`config.mk`:
```
export PLATFORM = sky130hd
export DESIGN_NAME = line_maze_path_recorder
export DESIGN_NICKNAME = d
export VERILOG_FILES = /design/src/design/lmpr_pkg.sv /design/src/design/lmpr_ram.sv /design/src/design/line_maze_path_recorder.sv
export SDC_FILE = /design/constraint.sdc
export NUM_CORES = 1
export LEC_CHECK = 0
export ABC_CLOCK_PERIOD_IN_PS = 5350
export BUFFER_PORTS_ARGS = -buffer_cell sky130_fd_sc_hd__buf_2
export CORE_MARGIN = 3
export CORE_UTILIZATION = 60
export DETAILED_ROUTE_END_ITERATION = 7
export PLACE_DENSITY = 0.91
export SYNTH_ARGS = -nofsm -noshare
export SYNTH_HDL_FRONTEND = slang
export SYNTH_HIERARCHICAL = 1
export SYNTH_SLANG_ARGS = --single-unit
export TNS_END_PERCENT = 5
```
`constraint.sdc`:
```
create_clock -name clk -period 5.35 [get_ports clk]
set_input_delay 1.07 -clock clk [delete_from_list [all_inputs] [get_ports clk]]
set_output_delay 1.07 -clock clk [all_outputs]
set_load 0.05 [all_outputs]
```
`src/design/lmpr_pkg.sv`:
```
// ----------------------------------------------------------------------------
// lmpr_pkg
// Turn and line codes, operation codes and turn selection helpers for the
// line maze path recorder.
// ----------------------------------------------------------------------------
package lmpr_pkg;

    localparam int TURN_W = 4;
    localparam int LINE_W = 3;
    localparam int OP_W   = 3;
    localparam int STAT_W = 2;
    localparam int IDX_W  = 6;
    localparam int LEN_W  = 7;

    typedef logic [TURN_W-1:0] turn_t;
    typedef logic [LINE_W-1:0] line_t;
    typedef logic [OP_W-1:0]   op_t;
    typedef logic [STAT_W-1:0] stat_t;
    typedef logic [1:0]        quarter_t;

    // operation codes
    localparam op_t OP_CLEAR  = 3'd0;
    localparam op_t OP_RECORD = 3'd1;
    localparam op_t OP_FWD    = 3'd2;
    localparam op_t OP_BWD    = 3'd3;
    localparam op_t OP_SOLVE  = 3'd4;
    localparam op_t OP_FETCH  = 3'd5;

    // turn codes
    localparam turn_t T_STRAIGHT = 4'd0;
    localparam turn_t T_LEFT90   = 4'd1;
    localparam turn_t T_RIGHT90  = 4'd2;
    localparam turn_t T_LEFT180  = 4'd3;
    localparam turn_t T_RIGHT180 = 4'd4;
    localparam turn_t T_STOP     = 4'd5;
    localparam turn_t T_FINISHED = 4'd6;
    localparam turn_t T_STEP_FW  = 4'd7;
    localparam turn_t T_STEP_BW  = 4'd8;
    localparam turn_t T_POST_FW  = 4'd9;
    localparam turn_t T_POST_BW  = 4'd10;
    localparam turn_t T_LPOST_FW = 4'd11;
    localparam turn_t T_LPOST_BW = 4'd12;
    localparam turn_t T_MAX_CODE = 4'd12;

    // line kinds
    localparam line_t L_NONE     = 3'd0;
    localparam line_t L_STRAIGHT = 3'd1;
    localparam line_t L_LEFT     = 3'd2;
    localparam line_t L_RIGHT    = 3'd3;
    localparam line_t L_FULL     = 3'd4;

    // status codes
    localparam stat_t ST_OK   = 2'd0;
    localparam stat_t ST_FIN  = 2'd1;
    localparam stat_t ST_ERR  = 2'd2;

    // turn chosen on the way into the maze
    function automatic turn_t pick_forward(input line_t p, input line_t c, input logic lh);
        turn_t t;
        t = T_STOP;
        if (p == L_NONE && c == L_NONE)
            t = lh ? T_RIGHT180 : T_LEFT180;
        else if (p == L_FULL && c == L_NONE)
            t = lh ? T_LEFT90 : T_RIGHT90;
        else if (p == L_RIGHT && c == L_NONE)
            t = T_RIGHT90;
        else if (p == L_LEFT && c == L_NONE)
            t = T_LEFT90;
        else if (p == L_FULL && c == L_STRAIGHT)
            t = lh ? T_LEFT90 : T_RIGHT90;
        else if (p == L_FULL && c == L_FULL)
            t = T_FINISHED;
        else if (p == L_RIGHT && c == L_STRAIGHT)
            t = lh ? T_STRAIGHT : T_RIGHT90;
        else if (p == L_LEFT && c == L_STRAIGHT)
            t = lh ? T_LEFT90 : T_STRAIGHT;
        return t;
    endfunction

    // turn chosen on the way back
    function automatic turn_t pick_backward(input line_t p, input line_t c, input logic lh);
        turn_t t;
        t = T_STOP;
        if (p == L_LEFT && c == L_NONE)
            t = T_LEFT90;
        else if (p == L_RIGHT && c == L_NONE)
            t = T_RIGHT90;
        else if (p == L_RIGHT && c == L_STRAIGHT)
            t = lh ? T_RIGHT90 : T_LEFT180;
        else if (p == L_LEFT && c == L_STRAIGHT)
            t = lh ? T_RIGHT180 : T_LEFT90;
        else if (p == L_FULL && c == L_NONE)
            t = lh ? T_RIGHT90 : T_LEFT90;
        else if (p == L_FULL && c == L_STRAIGHT)
            t = lh ? T_RIGHT90 : T_LEFT90;
        return t;
    endfunction

    // mirrored turn for the backward path
    function automatic turn_t mirror(input turn_t t);
        turn_t m;
        case (t)
            T_LEFT90:   m = T_RIGHT90;
            T_RIGHT90:  m = T_LEFT90;
            T_LEFT180,
            T_RIGHT180,
            T_STRAIGHT: m = T_STRAIGHT;
            T_STEP_FW:  m = T_STEP_BW;
            T_STEP_BW:  m = T_STEP_FW;
            T_POST_FW:  m = T_POST_BW;
            T_POST_BW:  m = T_POST_FW;
            T_LPOST_FW: m = T_LPOST_BW;
            T_LPOST_BW: m = T_LPOST_FW;
            default:    m = T_STOP;
        endcase
        return m;
    endfunction

    // left and right quarter turns exchange
    function automatic turn_t swap_side(input turn_t t);
        turn_t s;
        s = t;
        if (t == T_LEFT90)
            s = T_RIGHT90;
        else if (t == T_RIGHT90)
            s = T_LEFT90;
        return s;
    endfunction

    // angle in quarter turns clockwise, so a sum wraps modulo 360 degrees
    function automatic quarter_t quarter_of(input turn_t t);
        quarter_t q;
        case (t)
            T_LEFT90:   q = 2'd3;
            T_RIGHT90:  q = 2'd1;
            T_LEFT180,
            T_RIGHT180: q = 2'd2;
            default:    q = 2'd0;
        endcase
        return q;
    endfunction

    // turn that stands for a summed angle
    function automatic turn_t turn_of(input quarter_t q);
        turn_t t;
        case (q)
            2'd1:    t = T_RIGHT90;
            2'd2:    t = T_LEFT180;
            2'd3:    t = T_LEFT90;
            default: t = T_STRAIGHT;
        endcase
        return t;
    endfunction

endpackage

```
`src/design/lmpr_ram.sv`:
```
// ----------------------------------------------------------------------------
// lmpr_ram
// Generic single write port, single read port RAM with registered read data.
// ----------------------------------------------------------------------------
module lmpr_ram #(
    parameter int WIDTH = 4,
    parameter int DEPTH = 64
) (
    input  logic                     clk,
    input  logic                     wr_en,
    input  logic [$clog2(DEPTH)-1:0] wr_addr,
    input  logic [WIDTH-1:0]         wr_data,
    input  logic                     rd_en,
    input  logic [$clog2(DEPTH)-1:0] rd_addr,
    output logic [WIDTH-1:0]         rd_data
);

    logic [WIDTH-1:0] mem [DEPTH];

    // write port
    always_ff @(posedge clk)
    begin
        if (wr_en)
        begin
            mem[wr_addr] <= wr_data;
        end
    end

    // registered read port
    always_ff @(posedge clk)
    begin
        if (rd_en)
        begin
            rd_data <= mem[rd_addr];
        end
    end

endmodule

```
`src/design/line_maze_path_recorder.sv`:
```
// ----------------------------------------------------------------------------
// line_maze_path_recorder
// Stack of turn codes for a line maze robot, with junction rules, path
// simplification, path reversal and indexed read-back.
// ----------------------------------------------------------------------------
//  channel   direction  handshake                   content
//  s_axis    in         tvalid/tready               one operation item
//  m_axis    out        tvalid/tready               one result item per op
//  apb       in         psel/penable/pwrite/pready  left_hand_rule at 0x0
//
//  Items are taken one at a time: s_axis_tready is high only in the idle
//  state, so a new item waits until the result of the last one is handed
//  to the output register. Push, collapse and set solved step through the
//  turn store with one RAM port each for read and write.
//  Reset: control state clears at once; the turn store is not cleared, no
//  entry at or above the count is ever read.
//  A new item is taken while a result waits on m_axis; a finished result
//  that finds the output register full holds until m_tready frees it.
// ----------------------------------------------------------------------------
module line_maze_path_recorder #(
    parameter int PATH_DEPTH = 64
) (
    input  logic        clk,
    input  logic        rst_n,
    // operation[2:0], turn_in[6:3], prev_line[9:7], curr_line[12:10],
    // read_index[18:13], zero fill
    input  logic [23:0] s_axis_tdata,
    input  logic        s_axis_tvalid,
    output logic        s_axis_tready,
    // turn_out[3:0], status[5:4], path_length[12:6], solved[13],
    // overflow[14], zero fill
    output logic [15:0] m_axis_tdata,
    output logic        m_axis_tvalid,
    input  logic        m_axis_tready,
    input  logic        psel,
    input  logic        penable,
    input  logic        pwrite,
    input  logic [2:0]  paddr,
    input  logic [31:0] pwdata,
    output logic [31:0] prdata,
    output logic        pready
);

    localparam int AW = $clog2(PATH_DEPTH);
    localparam int CW = $clog2(PATH_DEPTH + 1);

    localparam logic [3:0] S_IDLE   = 4'd0;
    localparam logic [3:0] S_PUSH   = 4'd1;
    localparam logic [3:0] S_MID    = 4'd2;
    localparam logic [3:0] S_LOW    = 4'd3;
    localparam logic [3:0] S_RV_A   = 4'd4;
    localparam logic [3:0] S_RV_B   = 4'd5;
    localparam logic [3:0] S_RV_C   = 4'd6;
    localparam logic [3:0] S_RV_D   = 4'd7;
    localparam logic [3:0] S_RV_MID = 4'd8;
    localparam logic [3:0] S_FETCH  = 4'd9;
    localparam logic [3:0] S_DONE   = 4'd10;

    // input fields
    lmpr_pkg::op_t     in_op;
    lmpr_pkg::turn_t   in_turn;
    lmpr_pkg::line_t   in_prev;
    lmpr_pkg::line_t   in_curr;
    logic [lmpr_pkg::IDX_W-1:0] in_idx;

    assign in_op   = s_axis_tdata[2:0];
    assign in_turn = s_axis_tdata[6:3];
    assign in_prev = s_axis_tdata[9:7];
    assign in_curr = s_axis_tdata[12:10];
    assign in_idx  = s_axis_tdata[18:13];

    // control state
    logic [3:0]        state_reg, state_next;
    logic [CW-1:0]     count_reg, count_next;
    logic              solved_reg, solved_next;
    logic              lhr_reg, lhr_next;
    logic              out_valid_reg, out_valid_next;

    // payload state
    logic [15:0]       out_data_reg, out_data_next;
    lmpr_pkg::turn_t   turn_reg, turn_next;
    lmpr_pkg::stat_t   status_reg, status_next;
    logic              ovf_reg, ovf_next;
    lmpr_pkg::turn_t   push_reg, push_next;
    logic              simp_reg, simp_next;
    lmpr_pkg::turn_t   mid_reg, mid_next;
    lmpr_pkg::turn_t   hold_reg, hold_next;
    logic [AW-1:0]     i_reg, i_next;
    logic [AW-1:0]     j_reg, j_next;

    // ram ports
    logic              wr_en;
    logic [AW-1:0]     wr_addr;
    lmpr_pkg::turn_t   wr_data;
    logic              rd_en;
    logic [AW-1:0]     rd_addr;
    lmpr_pkg::turn_t   rd_data;

    logic              in_fire;
    logic              cfg_wr;
    lmpr_pkg::turn_t   pick;
    lmpr_pkg::quarter_t qsum;

    lmpr_ram #(
        .WIDTH (lmpr_pkg::TURN_W),
        .DEPTH (PATH_DEPTH)
    ) u_store (
        .clk     (clk),
        .wr_en   (wr_en),
        .wr_addr (wr_addr),
        .wr_data (wr_data),
        .rd_en   (rd_en),
        .rd_addr (rd_addr),
        .rd_data (rd_data)
    );

    // handshakes
    assign s_axis_tready = (state_reg == S_IDLE);
    assign in_fire       = s_axis_tvalid && s_axis_tready;
    assign m_axis_tvalid = out_valid_reg;
    assign m_axis_tdata  = out_data_reg;

    // configuration port
    assign pready = 1'b1;
    assign cfg_wr = psel && penable && pwrite && !paddr[2];

    always_comb
    begin
        prdata = 32'd0;
        if (!paddr[2])
        begin
            prdata = {31'd0, lhr_reg};
        end
    end

    // angle sum of the collapsing triple
    assign qsum = lmpr_pkg::quarter_of(rd_data) + lmpr_pkg::quarter_of(mid_reg)
                + lmpr_pkg::quarter_of(push_reg);

    // main sequencer
    always_comb
    begin
        state_next     = state_reg;
        count_next     = count_reg;
        solved_next    = solved_reg;
        lhr_next       = cfg_wr ? pwdata[0] : lhr_reg;
        out_valid_next = out_valid_reg;
        out_data_next  = out_data_reg;
        turn_next      = turn_reg;
        status_next    = status_reg;
        ovf_next       = ovf_reg;
        push_next      = push_reg;
        simp_next      = simp_reg;
        mid_next       = mid_reg;
        hold_next      = hold_reg;
        i_next         = i_reg;
        j_next         = j_reg;
        wr_en          = 1'b0;
        wr_addr        = AW'(count_reg);
        wr_data        = push_reg;
        rd_en          = 1'b0;
        rd_addr        = i_reg;
        pick           = lmpr_pkg::T_STOP;

        // output register drains independently
        if (out_valid_reg && m_axis_tready)
        begin
            out_valid_next = 1'b0;
        end

        case (state_reg)
            // decode a new item
            S_IDLE:
            begin
                if (in_fire)
                begin
                    status_next = lmpr_pkg::ST_OK;
                    ovf_next    = 1'b0;
                    simp_next   = 1'b1;
                    turn_next   = lmpr_pkg::T_STOP;
                    state_next  = S_DONE;
                    case (in_op)
                        lmpr_pkg::OP_CLEAR:
                        begin
                            count_next  = '0;
                            solved_next = 1'b0;
                            turn_next   = lmpr_pkg::T_STRAIGHT;
                        end
                        lmpr_pkg::OP_RECORD:
                        begin
                            pick       = (in_turn > lmpr_pkg::T_MAX_CODE) ?
                                         lmpr_pkg::T_STOP : in_turn;
                            turn_next  = pick;
                            push_next  = pick;
                            state_next = S_PUSH;
                        end
                        lmpr_pkg::OP_FWD:
                        begin
                            pick      = lmpr_pkg::pick_forward(in_prev, in_curr, lhr_reg);
                            turn_next = pick;
                            push_next = pick;
                            if (pick == lmpr_pkg::T_FINISHED)
                                status_next = lmpr_pkg::ST_FIN;
                            else if (pick == lmpr_pkg::T_STOP)
                                status_next = lmpr_pkg::ST_ERR;
                            else
                                state_next = S_PUSH;
                        end
                        lmpr_pkg::OP_BWD:
                        begin
                            pick      = lmpr_pkg::pick_backward(in_prev, in_curr, lhr_reg);
                            turn_next = pick;
                            push_next = lmpr_pkg::mirror(pick);
                            if (pick == lmpr_pkg::T_STOP)
                                status_next = lmpr_pkg::ST_ERR;
                            else
                                state_next = S_PUSH;
                        end
                        lmpr_pkg::OP_SOLVE:
                        begin
                            solved_next = 1'b1;
                            push_next   = lmpr_pkg::T_STOP;
                            simp_next   = 1'b0;
                            i_next      = '0;
                            j_next      = AW'(count_reg - CW'(1));
                            state_next  = (count_reg == '0) ? S_PUSH : S_RV_A;
                        end
                        lmpr_pkg::OP_FETCH:
                        begin
                            if (32'(in_idx) < 32'(count_reg) && 32'(in_idx) < PATH_DEPTH)
                            begin
                                rd_en      = 1'b1;
                                rd_addr    = AW'(in_idx);
                                state_next = S_FETCH;
                            end
                            else
                            begin
                                status_next = lmpr_pkg::ST_ERR;
                            end
                        end
                        default:
                        begin
                            status_next = lmpr_pkg::ST_ERR;
                        end
                    endcase
                end
            end

            // write the pushed turn, fetch the entry below it
            S_PUSH:
            begin
                state_next = S_DONE;
                if (count_reg >= CW'(PATH_DEPTH))
                begin
                    ovf_next = 1'b1;
                end
                else
                begin
                    wr_en      = 1'b1;
                    count_next = count_reg + CW'(1);
                    if (simp_reg && count_reg >= CW'(2))
                    begin
                        rd_en      = 1'b1;
                        rd_addr    = AW'(count_reg - CW'(1));
                        state_next = S_MID;
                    end
                end
            end

            // middle entry of the triple: only a U-turn collapses
            S_MID:
            begin
                mid_next   = rd_data;
                state_next = S_DONE;
                if (rd_data == lmpr_pkg::T_LEFT180 || rd_data == lmpr_pkg::T_RIGHT180)
                begin
                    rd_en      = 1'b1;
                    rd_addr    = AW'(count_reg - CW'(3));
                    state_next = S_LOW;
                end
            end

            // collapse the triple into its lowest entry
            S_LOW:
            begin
                wr_en      = 1'b1;
                wr_addr    = AW'(count_reg - CW'(3));
                wr_data    = lmpr_pkg::turn_of(qsum);
                count_next = count_reg - CW'(2);
                state_next = S_DONE;
            end

            // reversal: read the low entry of the pair
            S_RV_A:
            begin
                if (i_reg < j_reg)
                begin
                    rd_en      = 1'b1;
                    rd_addr    = i_reg;
                    state_next = S_RV_B;
                end
                else if (i_reg == j_reg)
                begin
                    rd_en      = 1'b1;
                    rd_addr    = i_reg;
                    state_next = S_RV_MID;
                end
                else
                begin
                    state_next = S_PUSH;
                end
            end

            // hold the low entry, read the high one
            S_RV_B:
            begin
                hold_next  = rd_data;
                rd_en      = 1'b1;
                rd_addr    = j_reg;
                state_next = S_RV_C;
            end

            // high entry goes low
            S_RV_C:
            begin
                wr_en      = 1'b1;
                wr_addr    = i_reg;
                wr_data    = lmpr_pkg::swap_side(rd_data);
                state_next = S_RV_D;
            end

            // low entry goes high, step inwards
            S_RV_D:
            begin
                wr_en      = 1'b1;
                wr_addr    = j_reg;
                wr_data    = lmpr_pkg::swap_side(hold_reg);
                i_next     = i_reg + AW'(1);
                j_next     = j_reg - AW'(1);
                state_next = S_RV_A;
            end

            // centre entry of an odd path swaps in place
            S_RV_MID:
            begin
                wr_en      = 1'b1;
                wr_addr    = i_reg;
                wr_data    = lmpr_pkg::swap_side(rd_data);
                state_next = S_PUSH;
            end

            // fetched entry
            S_FETCH:
            begin
                turn_next  = rd_data;
                state_next = S_DONE;
            end

            // hand the result to the output register
            S_DONE:
            begin
                if (!out_valid_reg || m_axis_tready)
                begin
                    out_valid_next = 1'b1;
                    out_data_next  = {1'b0, ovf_reg, solved_reg,
                                      lmpr_pkg::LEN_W'(count_reg), status_reg, turn_reg};
                    state_next     = S_IDLE;
                end
            end

            default:
            begin
                state_next = S_IDLE;
            end
        endcase
    end

    // control registers
    always_ff @(posedge clk or negedge rst_n)
    begin
        if (!rst_n)
        begin
            state_reg     <= S_IDLE;
            count_reg     <= '0;
            solved_reg    <= 1'b0;
            lhr_reg       <= 1'b1;
            out_valid_reg <= 1'b0;
        end
        else
        begin
            state_reg     <= state_next;
            count_reg     <= count_next;
            solved_reg    <= solved_next;
            lhr_reg       <= lhr_next;
            out_valid_reg <= out_valid_next;
        end
    end

    // payload registers
    always_ff @(posedge clk)
    begin
        out_data_reg <= out_data_next;
        turn_reg     <= turn_next;
        status_reg   <= status_next;
        ovf_reg      <= ovf_next;
        push_reg     <= push_next;
        simp_reg     <= simp_next;
        mid_reg      <= mid_next;
        hold_reg     <= hold_next;
        i_reg        <= i_next;
        j_reg        <= j_next;
    end

endmodule
```
# Word-level counts from Yosys, hierarchy flattened
# Memories as Yosys holds them, arrays and structs flattened. A register that Yosys moved wholly into a read port is not among the register bits.
# Cells that the tools add are included.
totals:
  n_memories: 2
  latch_bits: 0
  register_bits: 61
  romBits: 64
  ram_bits: 256
  output_inout_bits: 51
classes:
  n_mul: 0
  addsub: 8
  eq_ne: 47
  muxes: 100
  bitwise: 0
  div_mod_pow: 0
  magnitude_cmp: 5
  reduce_logical: 45
  shifts: 0
mem_list:
  columns: ["memory", "words", "word_bits", "read_ports", "rd_ports_with_merged_regs", "wr", "line_no", "source"]
  rows:
  - ["u_store.mem", 64, 4, 1, 1, 1, "lmpr_ram.sv:18", "logic [WIDTH-1:0] mem [DEPTH];"]
  - ["(no name shown)", 16, 4, 1, 0, 0, "lmpr_pkg.sv:102", "case (t)"]
ops:
  columns: ["op", "count"]
  rows:
  - ["$mux 4", 22]
  - ["$mux 6", 10]
  - ["$mux 3", 17]
  - ["$eq 4x3->1 const B", 10]
  - ["$pmux 4 s10", 1]
  - ["$eq 4x2->1 const B", 9]
  - ["$pmux 4 s4", 2]
  - ["$pmux 2 s3", 4]
  - ["$pmux 6 s2", 2]
  - ["$pmux 6 s4", 1]
  - ["$mux 7", 3]
  - ["$pmux 7 s3", 1]
  - ["$eq 4x1->1 const B", 5]
  - ["$mux 1", 20]
  - ["$pmux 4 s5", 1]
  - ["$pmux 6 s3", 1]
  - ["$mux 2", 8]
  - ["$logic_and 1x1->1", 14]
  - ["$eq 3x2->1 const B", 4]
  - ["$eq 3x3->1 const B", 4]
  - ["$eq 4x4->1 const B", 3]
  - ["$pmux 4 s3", 1]
  - ["$reduce_and 3->1", 4]
  - ["$sub 6x1->6 const B", 2]
  - ["other kinds (33)", 56]

# Longest topological paths before layout
depth:
  word_depth: 19
  mapped_depth: 17

# Cells and area by module
# The synthesis kept the hierarchy.
modules_own_cells:
  columns: ["module", "area_each_um2", "cells_each", "n_inst"]
  rows:
  - ["lmpr_ram", 10396.2, 529, 1]
  - ["line_maze_path_recorder", 4972.3, 571, 1]

# Least setup slack after synthesis
# No wires, ideal clock.
synth_timing:
  path_kind: "register to register"
  startpoint: "register state_reg[1]"
  endpoint: "memory u_store.mem[0][3] (data pin)"
  synth_period_minus_slack_ns: 4.608
  stages_incl_launch_ff: 6
  arrival_ns: 3.907
  setup_ns: 0.702
  path_buffers: 3
  setup_slack_ns: 0.742
  cell_sequence: "dfrtp_1 -> clkbuf_1 -> buf_1 -> o21ai_1 -> clkbuf_1 -> o21ai_0"
synth_between:
  elab_chain_cells: 3
  elab_cells_between_ends: 6
  cone_classes: "4 x eq/ne; 1 x mux; 1 x reduce/logical"
synth_lines:
  columns: ["element", "line_no", "source"]
  rows:
  - ["start, declared", "line_maze_path_recorder.sv:73", "logic [3:0] state_reg, state_next;"]
  - ["start signal, assigned", "line_maze_path_recorder.sv:391", "state_reg <= state_next;"]
  - ["$eq 4x4->1 / $eq 4x3->1 (equally long branches)", "line_maze_path_recorder.sv:171", "case (state_reg)"]
  - ["$reduce_or 2->1 (no source line)", null, null]
  - ["$pmux 4 s3 (*)", "line_maze_path_recorder.sv:171", null]
  - ["via wr_data[3]", "line_maze_path_recorder.sv:94", "lmpr_pkg::turn_t wr_data;"]
  - ["end, declared", "lmpr_ram.sv:18", null]
# The timed path passes the listed nets; every way through them passes the cells marked *.

# Final worst setup path
layout_timing:
  startpoint: "register count_reg[1]"
  endpoint: "register u_store.rd_data[2], read port of u_store.mem (data pin)"
layout_between:
  elab_chain_cells: 5
  elab_cells_between_ends: 19
  cone_classes: "2 x add/sub; 3 x order compare; 13 x mux; 1 x reduce/logical"
layout_lines:
  columns: ["element", "line_no", "source"]
  rows:
  - ["start, declared", "line_maze_path_recorder.sv:74", "logic [CW-1:0] count_reg, count_next;"]
  - ["start signal, assigned", "line_maze_path_recorder.sv:392", "count_reg <= count_next;"]
  - ["$lt 6x7->1 / $ge 7x2->1 (equally long branches)", "line_maze_path_recorder.sv:230, line_maze_path_recorder.sv:261", null]
  - ["$mux 6 / $logic_and 1x1->1 (equally long branches)", "line_maze_path_recorder.sv:230, line_maze_path_recorder.sv:261", null]
  - ["$mux 6, on equally long branches", "line_maze_path_recorder.sv:182, line_maze_path_recorder.sv:261", null]
  - ["$mux 6, on equally long branches", "line_maze_path_recorder.sv:175, line_maze_path_recorder.sv:253", null]
  - ["$pmux 6 s4 (*)", "line_maze_path_recorder.sv:171", null]
  - ["via rd_addr[2]", "line_maze_path_recorder.sv:96", "logic [AW-1:0] rd_addr;"]
  - ["end, declared", "lmpr_ram.sv:15", "output logic [WIDTH-1:0] rd_data"]
# Marks and branches as above.
# A chain may end at the register's enable or synchronous reset.

==> results.sh <==
export IMPL_numCtsBuffers=31
export IMPL_maxCapViolCount=0
export IMPL_hp_class="in -> async"
export IMPL_ctsHoldBuffers=0
export IMPL_antenna_left=0
export IMPL_viasPerCell=6.87
export IMPL_syn2layout_area_growth_pct=9.55
export IMPL_cts_tree="done"
export IMPL_ys_flop_type="edfxtp_1"
export IMPL_grt_total_usage=0.260
export IMPL_first_pass_iters=8
export IMPL_r2r_slack_ns=0.33
export IMPL_clkPwrFrac=0.187
export IMPL_final_cell_count_no_fill=1486
export IMPL_ys_async_sr_fraction=0.0436
export IMPL_finalCritPeriodShare=0.938
export IMPL_p_leak_nw=5.64
export IMPL_grt_pass1_vias=9877
export IMPL_cts_buffer_depth=3
export IMPL_finalSetupTns_ns=0
export IMPL_drcViolationCount=0
export IMPL_fp_dieH_microns=166
export IMPL_die_area_sq_mm=0.0276
export IMPL_synth_edff_count=307
export IMPL_clock_latency_ns=0.57
export IMPL_critPathLaunchType="flip-flop"
export IMPL_swShare=0.401
export IMPL_met3_length_microns=4400
export IMPL_gr_total_overflow=0
export IMPL_start_util=0.621
export IMPL_drive_above_1_share=0.176
export IMPL_fmax_mhz=199
export IMPL_dp_hpwl_microns=23900
export IMPL_detail_route_wl_per_cell_microns=24.7
export IMPL_tightest_slew_ns=1.28
export IMPL_gp_congestion=0.919
export IMPL_cts_sinks=321
export IMPL_finalHoldViolCount=0
export IMPL_via_count=10200
export IMPL_largest_reg_flops=256
export IMPL_drv_slew=0
export IMPL_arrival_ns=5.37
export IMPL_nets=1239
export IMPL_met2_length_microns=17600
export IMPL_worst_setup_path_type="reg -> reg"
export IMPL_cp_end_kind="flip-flop"
export IMPL_grt_pass1_wl_microns=56800
export IMPL_pwr_share_seq=0.333
export IMPL_ys_warn_count=6
export IMPL_path_clk_slew_ns=0.07
export IMPL_slew_headroom=0.145
export IMPL_syn_inst=1100
export IMPL_yosys_register_bits=321
export IMPL_p_sw_mw=4.39
export IMPL_ys_seq_area_frac=0.623
export IMPL_utilization=0.680
export IMPL_synth_distinct_cells=82
export IMPL_rows=57
export IMPL_core_sq_mm=0.0247
export IMPL_io_pins=117
export IMPL_cts_resized=0
export IMPL_fill_cells=1530
export IMPL_clock_skew_final_ns=0.0246
export IMPL_run_status="complete, no violations"
export IMPL_p_total_mw=10.9
export IMPL_place_inst=1433
export IMPL_root_buffer="clkbuf_16"
export IMPL_port_buffers=45
export IMPL_synth_area_per_cell_sq_um=14.0
export IMPL_setup_viol=0
export IMPL_grt_start_max_net_pins=65
export IMPL_power_density_mw_per_mm2=650
export IMPL_syn_area_sq_mm=0.0154
export IMPL_cts_max_level=1
export IMPL_intPower_mw=6.55
export IMPL_top_layer="met4"
export IMPL_comb_power_share=0.480
export IMPL_fin_crit_ns=5.02
export IMPL_die_x_microns=166
export IMPL_num_antenna_cells=0
export IMPL_mostFrequentLayoutCell="edfxtp_1"
export IMPL_post_cts_buffers=0
export IMPL_ir_worst_vdd_v=0.000490
export IMPL_final_cell_mix="edfxtp_1 (307), nor2_1 (129), nand2_1 (63)"
export IMPL_antenna_found_initial=0
export IMPL_finalWirelength_microns=36600
export IMPL_worstPathMaxFanout=23
export IMPL_drtIter0Drc=1930
export IMPL_worst_ep_required_time_ns=5.70
export IMPL_rsz0062_at_grt="false"
export IMPL_wl_met1_microns=13100
## cells in the mapped netlist, drive strengths merged, types with 5 or more instances
cell | count | share of area
edfxtp | 307 | 0.60
nor2 | 129 | 0.032
a211oi | 11 | 0.0062
a31oi | 12 | 0.0049
dfrtp | 13 | 0.021
nor2b | 16 | 0.0065
a22o | 5 | 0.0028
a21oi | 46 | 0.015
o221ai | 6 | 0.0034
or2 | 7 | 0.0030
mux2i | 11 | 0.0072
nand3 | 21 | 0.0068
clkbuf | 39 | 0.0095
ha | 29 | 0.024
buf | 57 | 0.027
nand3b | 8 | 0.0039
o21ai | 36 | 0.012
nand2b | 13 | 0.0053
and2 | 6 | 0.0024
xnor2 | 19 | 0.011
nor3 | 20 | 0.0065
a22oi | 17 | 0.0083
inv | 32 | 0.0078
nand2 | 63 | 0.015
o31ai | 5 | 0.0024
o22ai | 10 | 0.0041
mux2 | 6 | 0.0044
nand4 | 6 | 0.0024
nor3b | 5 | 0.0024
mux4 | 64 | 0.096
## power by group through the flow
stage | combinational (mW) | clock [mW] | sequential, mW
final | 5.25 | 2.04 | 3.65
after global routing | 5.49 | 2.16 | 3.67
after global placement | 4.77 | 0 | 3.67
after CTS | 5.09 | 2.06 | 3.64
after detailed placement | 4.98 | 0 | 3.69
after floorplan | 3.55 | 0 | 3.73
## metal layers
layer  up-vias  GRT usage
li1       4263          -
met1      4916      0.354
met2       876      0.427
met3       161     0.0462
met4         0     0.0973
met5         -          0
## kinds of logic after synthesis
group,synth area share
xor+xnor,0.0131
compound gates,0.0883
mux,0.107
fa+ha+maj,0.0249
flops,0.623
simple gates,0.0988
buf+inv,0.0444
other cells,0.000489
## area by class of cell
type | count | area, sq um | share of cell area
Clock buffer | 43 | 891 | 0.0529
Clock inverter | 9 | 61.3 | 0.00364
Inverter | 33 | 124 | 0.00736
Multi-Input combinational cell | 681 | 5290 | 0.314
Sequential cell | 321 | 9570 | 0.568
Tap cell | 324 | 405 | 0.0241
Timing Repair Buffer | 75 | 492 | 0.0292
## final timing paths
| kind | startpoint | end | cells after the start |
|---|---|---|---|
| setup / recovery | count_reg[1]$_DFFE_PN0P_ | u_store/rd_data[2]$_DFFE_PP_ | 13 |
| hold / removal | rst_n | count_reg[0]$_DFFE_PN0P_ | 1 |
| setup reg to reg | count_reg[1]$_DFFE_PN0P_ | u_store/rd_data[2]$_DFFE_PP_ | 13 |
| hold reg to reg | turn_reg[1]$_DFFE_PP_ | m_axis_tdata[1]$_DFFE_PP_ | 0 |
| max in group asynchronous | rst_n | lhr_reg$_DFFE_PN1P_ | 1 |
| min in group clk | turn_reg[1]$_DFFE_PP_ | m_axis_tdata[1]$_DFFE_PP_ | 0 |
## critical path: stages (launching register included)
cell,delay (ns)
dfrtp_1,0.46
inv_1,0.28
ha_1,0.29
nor3b_1,0.72
a31oi_1,0.38
a32o_1,0.35
o21ai_0,0.19
nand3_2,0.58
buf_4,0.43
nor2b_1,0.27
a22oi_1,0.19
a21oi_1,0.27
a21oi_1,0.08
o22ai_1,0.30
## metrics by stage
step                      worst slack, ns  hold WS, ns  area [sq um]
after global placement              0.708        0.404         15900
final                               0.333        0.407         16800
after floorplan                     0.742        0.400         15500
after global routing                0.164        0.419         16800
after detailed placement            0.497        0.406         15900
after CTS                           0.482        0.407         16800
(Power assumes the default switching activity.)
